==> config.mk <==
export PLATFORM = sky130hd
export DESIGN_NAME = swn_cell
export DESIGN_NICKNAME = d
export VERILOG_FILES = /design/src/swn_pkg.sv /design/src/swn_cell.sv
export SDC_FILE = /design/constraint.sdc
export NUM_CORES = 1
export LEC_CHECK = 0
export BUFFER_PORTS_ARGS = -buffer_cell sky130_fd_sc_hd__clkbuf_2
export CORE_AREA = 5 5 228 230
export DETAILED_ROUTE_END_ITERATION = 12
export DIE_AREA = 0 0 233 235
export SETUP_SLACK_MARGIN = 0.15
export SYNTH_ARGS = -nofsm -noshare
export SYNTH_HDL_FRONTEND = slang
export SYNTH_SLANG_ARGS = --single-unit
==> constraint.sdc <==
create_clock -name clk -period 9.55 [get_ports clk]
set_input_delay 1.91 -clock clk [delete_from_list [all_inputs] [get_ports clk]]
set_output_delay 1.91 -clock clk [all_outputs]
set_load 0.01 [all_outputs]
==> src/swn_pkg.sv <==
package swn_pkg;

  // Dimensions held in hardware and how many of them take part (innermost first)
  localparam int NUM_DIMS  = 4;
  localparam int MAX_DIMS  = 4;
  localparam int ADDR_BITS = 32;

  localparam int CNT_W    = 16;
  localparam int STRIDE_W = 32;
  localparam int SETUP_W  = CNT_W + STRIDE_W;
  localparam int PROD_W   = CNT_W + STRIDE_W;
  // four products plus a 32-bit base stay below 2^(PROD_W + clog2(NUM_DIMS) + 1)
  localparam int SUM_W    = PROD_W + $clog2(NUM_DIMS) + 1;
  localparam int OUT_ADDR_W = 32;
  localparam int LIN_W    = 64;
  localparam int BASE_W   = 32;
  localparam int CFG_IDX_W = 3;

  localparam logic [SETUP_W-1:0] DIM_RESET_OUTER = SETUP_W'(64'h1_0000_0000);
  localparam logic [SETUP_W-1:0] DIM_RESET_INNER = SETUP_W'(64'h1_0000_0001);

  typedef enum logic [CFG_IDX_W-1:0] {
    REG_DIM0 = 3'd0,
    REG_DIM1 = 3'd1,
    REG_DIM2 = 3'd2,
    REG_DIM3 = 3'd3,
    REG_BASE = 3'd4
  } cfg_reg_t;

  // Handed from a cell to its outer neighbor
  typedef struct packed {
    logic carry;   // increment request moving outward
    logic at_end;  // every cell so far sits at its last position
  } swn_link_t;

endpackage

==> src/swn_cell.sv <==
module swn_cell (
  input  logic                          clk,
  input  logic                          rst_n,
  input  logic [swn_pkg::SETUP_W-1:0]   setup,
  input  logic                          active,
  input  logic                          restart,
  input  logic                          adv,
  input  swn_pkg::swn_link_t            link_i,
  output swn_pkg::swn_link_t            link_o,
  output logic [swn_pkg::PROD_W-1:0]    prod_r
);
  import swn_pkg::*;

  logic [CNT_W-1:0]    cnt_r, cnt_nxt, cnt_cur, ext;
  logic [CNT_W:0]      ext_eff, cnt_inc;
  logic [STRIDE_W-1:0] stride;
  logic                wrap, at_end;
  logic [PROD_W-1:0]   prod_nxt;

  assign ext     = setup[SETUP_W-1:STRIDE_W];
  assign stride  = setup[STRIDE_W-1:0];
  assign ext_eff = (ext == '0) ? (CNT_W+1)'(1) : {1'b0, ext};
  assign cnt_cur = restart ? '0 : cnt_r;
  assign cnt_inc = {1'b0, cnt_cur} + (CNT_W+1)'(1);
  // wrap also covers a count left above a shrunken extent
  assign wrap    = cnt_inc >= ext_eff;
  assign at_end  = !active || wrap;

  assign link_o.carry  = link_i.carry && at_end;
  assign link_o.at_end = link_i.at_end && at_end;

  always_comb begin
    cnt_nxt = cnt_cur;
    if (!active) begin
      cnt_nxt = '0;
    end else if (link_i.carry) begin
      cnt_nxt = wrap ? '0 : cnt_inc[CNT_W-1:0];
    end
  end

  assign prod_nxt = active ? (PROD_W'(cnt_cur) * PROD_W'(stride)) : '0;

  always_ff @(posedge clk) begin
    if (!rst_n) begin
      cnt_r <= '0;
    end else if (adv) begin
      cnt_r <= cnt_nxt;
    end
  end

  always_ff @(posedge clk) begin
    if (adv) begin
      prod_r <= prod_nxt;
    end
  end

endmodule

# Word level (Yosys, flattened, before mapping)

Cells that the tools add are included.
Widths: inputs -> output; s select.

Register bits: 64
Latch bits: 0
RAM bits: 0
Bits in read-only memories: 0
Input port bits: 55
Output and inout bits: 50
Memories kept: 0

$add $sub $neg: 1
Multipliers: 1
Div/mod/pow operators: 0
Magnitude comparators: 1
Equal/unequal tests: 0
Shift-type cells: 0
Muxes and demuxes: 5
Bitwise gates (word level): 0
Reduce and logical (&&, ||, !) cells: 5

Operator list:

| cell                  | number |
|---|---|
| $mux 16               | 5 |
| $mul 16x32->48        | 1 |
| $add 16x1->17 const B | 1 |
| $ge 17x16->1          | 1 |
| $logic_not 16->1      | 1 |
| $logic_and 1x1->1     | 2 |
| $logic_not 1->1       | 1 |
| $logic_or 1x1->1      | 1 |

# Longest topological paths before layout

Gate-level depths: netlist (run 1).

Depth after elaboration: 6
Depth in mapped cells: 27
Gate-level depth less buffers: 23

# Least setup slack after synthesis (run 1)

No wires, ideal clock.

Path type: in2reg
From: in restart
To: reg prod_r[47] (netlist bit), data pin
Library setup time: 0.260 ns
Arrival: 8.015 ns
Data required time: 9.290 ns
Path slack: 1.274 ns
Stages: 26
Path buffers: 5
Cells stage by stage: buf_2 -> buf_1 -> nor2b_1 -> clkbuf_1 -> clkbuf_1 -> and2_1 -> fa_1 -> inv_1 -> fa_1 -> fa_1 -> inv_1 -> fa_1 -> fa_1 -> inv_1 -> fa_1 -> inv_1 -> ha_1 -> buf_2 -> and3_1 -> a221o_1 -> a21oi_1 -> a31oi_2 -> o21bai_2 -> a211oi_4 -> a41oi_2 -> mux2_4

Word-level cells in the longest chain between the ends: 2

Ends and longest elaborated chain:

| what                 | RTL line       | source |
|---|---|---|
| from (decl)          | swn_cell.sv:6  | `input logic restart,` |
| $mux 16              | swn_cell.sv:23 | `assign cnt_cur = restart ? '0 : cnt_r;` |
| $mul 16x32->48       | swn_cell.sv:41 | `assign prod_nxt = active ? (PROD_W'(cnt_cur) * PROD_W'(stride)) : '0;` |
| to (signal assigned) | swn_cell.sv:53 | `prod_r <= prod_nxt;` |
| to (decl)            | swn_cell.sv:10 | `output logic [swn_pkg::PROD_W-1:0] prod_r` |

Every way passes these cells.
A chain may end at the register's enable or synchronous reset.

# Worst setup path after layout (run 1)

From: in restart
To: reg prod_r[45] (netlist bit), data pin

Same word-level chain as after synthesis.

==> metrics, run 1 <==
count of pins over their slew limit=0; hold endpoint=cnt_r[12]; Max VDD drop=86.23 uV; GP Congestion=0.9120; Synth Area in Adders=51.20%; Yosys reg bits=64; largest net degree at the start of global routing=62; post-synthesis cell count=2,216; total negative slack=0 ns; HPWL after DPL=42,050 um; number of DRC markers in iteration 0=808; Finished Cell Area=21,240 um^2; min-delay src=cnt_r[12]; drt first pass iters=5; Critical Path RT=9.65 ns; post-CTS resize count=0; Post-synth EDFFs=48; worst reg2reg path depth=22; chip height=235 um; top sig layer=met4; highest clock rate=116.0 MHz; Antenna Cells=0; wire length on met2=25,700 um; crit path kind=in -> reg; count leader, synth=inv_1; DRC Markers=0; cell leakage power=10.60 nW; YS warnings=0; Reg2Reg Setup Slack=2.56 ns; leading area contributor after synthesis=fa_1; reg2reg start=cnt_r[2]; worst hold stages=2; Final setup viols=0; Starting Density=39.65%; Post-Synth XOR/XNOR Area=2.090%; GRT Util Overall=19.92%; CP Buf/Inv Count=6; Worst EP arrival=8.73 ns; crit-path most repeated cell=fa_1; post-synthesis sequential area ratio=8.946%; Routed WL=52,530 um; dpl ws=0.6005 ns; full die area=54,760 um^2; Cell Area, Placed=20,920 um^2; Slew HR=36.22%; Post-CTS Hold Buffers=0; # IOs=105; Syn Nets=2,826; P per Cell Area=37.44 nW/um^2; DP Cell Count=2,908; layout cells sized above 1=8.526%; Root Driver=clkbuf_16; CP cell instances=clkbuf_2, nand2b_1, inv_1, buf_4, nand2_1, fa_1, fa_1, fa_1, inv_1, fa_1, fa_1, inv_1, fa_1, inv_1, ha_1, a21oi_1, nor2_1, a2111oi_0, o21a_1, o21ai_1, a211o_1, a31oi_1, mux2i_1; Hold Vio Cnt, Final=0; H-tree depth=3; CP max stage cell=a2111oi_0; crit-path max FO=32; Slew @ Worst Pin=0.9547 ns; WL met1=22,900 um; slowest cell delay on critical path=0.55 ns; Overflow after GRT=0; top cells by count, synth=459 x inv_1, 418 x fa_1, 347 x nand2_1, 235 x and2_1, 137 x ha_1; CP Capture Type=register; reg2reg end=prod_r[47]; FFs w/ async S/R, synth=0%; Hold WC Path Type=reg -> reg; buffers inserted by post-CTS timing repair=0; status=complete, no violations; min cycle time layout=8.624 ns; IO buf count=104; clock latency on the worst-skew pair=0.37 ns; CTS Buf Count=9; compound-gate portion of the synthesized area=7.314%; Cell Rows=82; fill cell count=4,969; Yosys top cell area share=42.50%; Reg clk slew, reported paths=0.06 ns; Die W=233 um; Final Net Count=2,857; family with the most delay on the worst path=adder cells; combinational family with the most area after synthesis=adder cells; post-synthesis mux area share=0.5401%; Area Overhead vs Synth=7.879%; Main synth FF type=edfxtp_1; routed vias/inst=5.101; max-cap violations=0; initial antenna violation count=0; final routed wire length divided by cell count=17.96 um; Fin Clk Skew=0.009966 ns; fin worst setup slack=0.9258 ns; top cells by area, synth=fa_1 42%, inv_1 8.7%, ha_1 8.7%; syn avg cell area=8.886 um^2; Post-Synth Simple-Gate Area=18.90%; first-pass GRT wire length=87,110 um; CTS tree=built; final core occ=42.78%; clock net sink count=64; post-route antenna net violation count=0; vias in the first global route=16,419; Startpoint Class=input port; Tcrit/Tclk final=90.31%; RSZ-0062 raised after global routing=no; Post-Layout Cell Count=2,924; Synth cell types=71; Syn Std Cell Area=19,690 um^2; detailed-route via count=14,916; maximum root-to-sink buffer count=2; core area=49,660 um^2; met3 WL=2766 um
-- logic make-up (layout without fill, tap and decap cells) --
group | Yosys count | count (layout)
fa+ha+maj | 555 | 555
simple gates | 758 | 758
flops | 64 | 64
buf+inv | 575 | 611
compound gates | 207 | 207
mux | 10 | 10
xor+xnor | 47 | 47
-- metal layers --
layer	vias up	global-route usage (%)
li1	6749	-
met1	7666	27.06
met2	426	33.70
met3	75	2.837
met4	0	4.959
met5	-	0
-- worst reg2reg max path, stage by stage (launching register included) --
cell and delay [ns]:
dfxtp_1 0.41, nor2b_2 0.16, buf_4 0.33, buf_4 0.32, nand2_1 0.12, fa_1 0.50, fa_1 0.47, fa_1 0.47
fa_1 0.50, inv_1 0.05, fa_1 0.54, inv_1 0.05, fa_1 0.49, inv_1 0.05, ha_1 0.35, and3_1 0.24
a221o_1 0.29, a21oi_1 0.33, a31oi_2 0.17, o21bai_2 0.23, a211oi_4 0.12, a41oi_2 0.25, mux2_4 0.32
-- worst max path at each step --
| stage | start | to | cells past startpoint |
|---|---|---|---|
| after floorplan | restart | prod_r[47] | 26 |
| after global placement | restart | prod_r[47] | 23 |
| after detailed placement | restart | prod_r[45] | 23 |
| after CTS | restart | prod_r[45] | 23 |
| after global routing | restart | prod_r[45] | 23 |
| final | restart | prod_r[45] | 23 |
-- per-stage QoR --
step / hold slack, ns / power, mW
detailed placement: 0.4571 / 0.4328
global route: 0.5018 / 0.8275
global placement: 0.4566 / 0.4314
finish: 0.4729 / 0.7953
floorplan: 0.4312 / 0.3688
CTS: 0.4738 / 0.8038
-- cells in the final DEF, fill, tap and decap left out, types with 22 or more instances in the layout --
cell      count
clkbuf_2    104
fa_1        418
o21ai_0      30
xor2_1       25
nand2_1     347
buf_4        29
edfxtp_1     48
and2_1      235
xnor2_1      22
nor2_1       60
a21oi_1      50
a21o_1       38
inv_1       459
ha_1        137
-- layout make-up --
| class | instances | area (um^2) | area share, % |
|---|---|---|---|
| clock buffers | 9 | 225.2 | 1.060 |
| clock inverters | 7 | 95.09 | 0.4476 |
| inverters | 459 | 1723 | 8.110 |
| multi-input cells | 1577 | 15800 | 74.37 |
| flip-flops and latches | 64 | 1762 | 8.293 |
| well taps | 672 | 840.8 | 3.958 |
| repair buffers | 136 | 798.3 | 3.758 |
-- registers in the layout, summed over array words and instances, names as in the netlist --
name	flops
prod_r	48
cnt_r	16
-- report_power, final --
group	switching [mW]	total, mW	internal (mW)
logic	0.0877	0.116	0.0286
clock network	0.139	0.368	0.229
registers	0.00329	0.311	0.308
No activity file was read; power rests on OpenSTA's default activity.
==> inputs of run 2 (changes only) <==
Settings changed: MAX_ROUTING_LAYER set to met4.
==> metrics, run 2 (synthesis results as in run 1) <==
GRT Util Overall=20.77%; crit path kind=in -> reg; first-pass GRT wire length=88,640 um; layout cells sized above 1=8.429%; Die W=233 um; min cycle time layout=8.733 ns; Worst EP arrival=8.92 ns; worst hold stages=2; crit-path max FO=32; min-delay src=cnt_r[8]; status=complete, no violations; CP max stage cell=a2111oi_0; fill cell count=5,007; Slew HR=43.88%; crit-path most repeated cell=fa_1; detailed-route via count=15,070; Final setup viols=0; Top Registers=prod_r (48), cnt_r (16); chip height=235 um; Max VDD drop=66.89 uV; Cell Rows=82; number of DRC markers in iteration 0=856; initial antenna violation count=0; Reg clk slew, reported paths=0.06 ns; Reg2Reg Setup Slack=2.44 ns; Startpoint Class=input port; Critical Path RT=9.74 ns; CP cell instances=clkbuf_2, nand2b_1, inv_1, buf_4, nand2_1, fa_1, fa_1, fa_1, inv_1, fa_1, fa_1, inv_1, fa_1, inv_1, ha_1, a21oi_1, nor2_1, a2111oi_0, o21a_1, o21ai_1, a211o_1, a31oi_1, mux2i_1; CP Capture Type=register; max FFs per register=48; Post-CTS Hold Buffers=0; DRC Markers=0; family with the most delay on the worst path=adder cells; RSZ-0062 raised after global routing=no; reg2reg start=cnt_r[2]; clock latency on the worst-skew pair=0.36 ns; Hold Vio Cnt, Final=0; H-tree depth=3; vias in the first global route=16,624; Final Net Count=2,859; largest net degree at the start of global routing=62; HPWL after DPL=42,560 um; clock net sink count=64; buffers inserted by post-CTS timing repair=0; IO buf count=104; post-CTS resize count=0; maximum root-to-sink buffer count=2; hold endpoint=cnt_r[8]; P per Cell Area=34.72 nW/um^2; CTS Buf Count=9; Starting Density=39.65%; reg2reg end=prod_r[47]; Area Overhead vs Synth=7.574%; cell leakage power=10.58 nW; most common cell after layout, fill and taps aside=inv_1; fin worst setup slack=0.8173 ns; post-route antenna net violation count=0; full die area=54,760 um^2; highest clock rate=114.5 MHz; count of pins over their slew limit=0; worst reg2reg path depth=22; Hold WC Path Type=reg -> reg; Antenna Cells=0; total negative slack=0 ns; Slew @ Worst Pin=0.8401 ns; final routed wire length divided by cell count=18.21 um; dpl ws=0.5120 ns; CTS tree=built; max-cap violations=0; CP Buf/Inv Count=6; Routed WL=53,270 um; Fin Clk Skew=0.01326 ns; # IOs=105; routed vias/inst=5.150; Tcrit/Tclk final=91.44%; core area=49,660 um^2; GP Congestion=0.8949; most frequent cells in the layout=459 x inv_1, 418 x fa_1, 347 x nand2_1; Overflow after GRT=0; drt first pass iters=5; Root Driver=clkbuf_16; slowest cell delay on critical path=0.60 ns; Largest Register=prod_r
==> run 2: cell types whose count changed in the layout (fill, tap and decap cells not counted), sizes merged <==
cell    delta
bufinv     -2
inv        -1
buf        +2
clkbuf     +3
==> run 2: layout make-up <==
cell class	count	area [um^2]	area share, %
well taps	672	840.8	3.969
inverters	459	1723	8.133
clock inverters	4	21.27	0.1004
multi-input cells	1577	15800	74.58
repair buffers	138	800.8	3.780
flip-flops and latches	64	1762	8.317
clock buffers	12	236.5	1.116
==> run 2: per-stage QoR <==
| stage | std cells | power (mW) | area, um^2 | utilization [%] | hold WS, ns |
|---|---|---|---|---|---|
| global placement | 2910 | 0.4316 | 20930 | 42.14 | 0.4603 |
| floorplan | 2216 | 0.3688 | 19690 | - | 0.4312 |
| global route | 2926 | 0.7652 | 21180 | 42.66 | 0.5134 |
| detailed placement | 2910 | 0.4327 | 20930 | 42.14 | 0.4653 |
| CTS | 2926 | 0.7445 | 21180 | 42.66 | 0.4792 |
| finish | 2926 | 0.7354 | 21180 | 42.66 | 0.4821 |
==> run 2: worst max path at each step <==
stage                     slack, ns     from  cells past startpoint          to
after floorplan                1.27  restart                     26  prod_r[47]
after global placement         0.66  restart                     23  prod_r[47]
after detailed placement       0.51  restart                     23  prod_r[45]
after CTS                      0.87  restart                     23  prod_r[45]
after global routing           0.44  restart                     23  prod_r[45]
final                          0.82  restart                     23  prod_r[45]
==> run 2: power breakdown <==
group / switching [mW] / total (mW) / leakage [nW] / internal [mW]
Combinational: 0.0875 / 0.116 / 9.85 / 0.0285
Clock: 0.134 / 0.308 / 0.124 / 0.174
Sequential: 0.00343 / 0.311 / 0.609 / 0.308
==> run 2: metal layers <==
layer	vias up	wire length [um]	track usage, %
met2	435	26140	34.22
met1	7793	23190	27.32
met4	0	1497	5.460
met3	92	2442	2.584
met5	-	0	-
li1	6750	-	-
==> run 2: worst min-delay path: stages, from the launching register on <==
cell     delay (ns)
dfxtp_1        0.34
nand2_1        0.05
o21ai_0        0.06
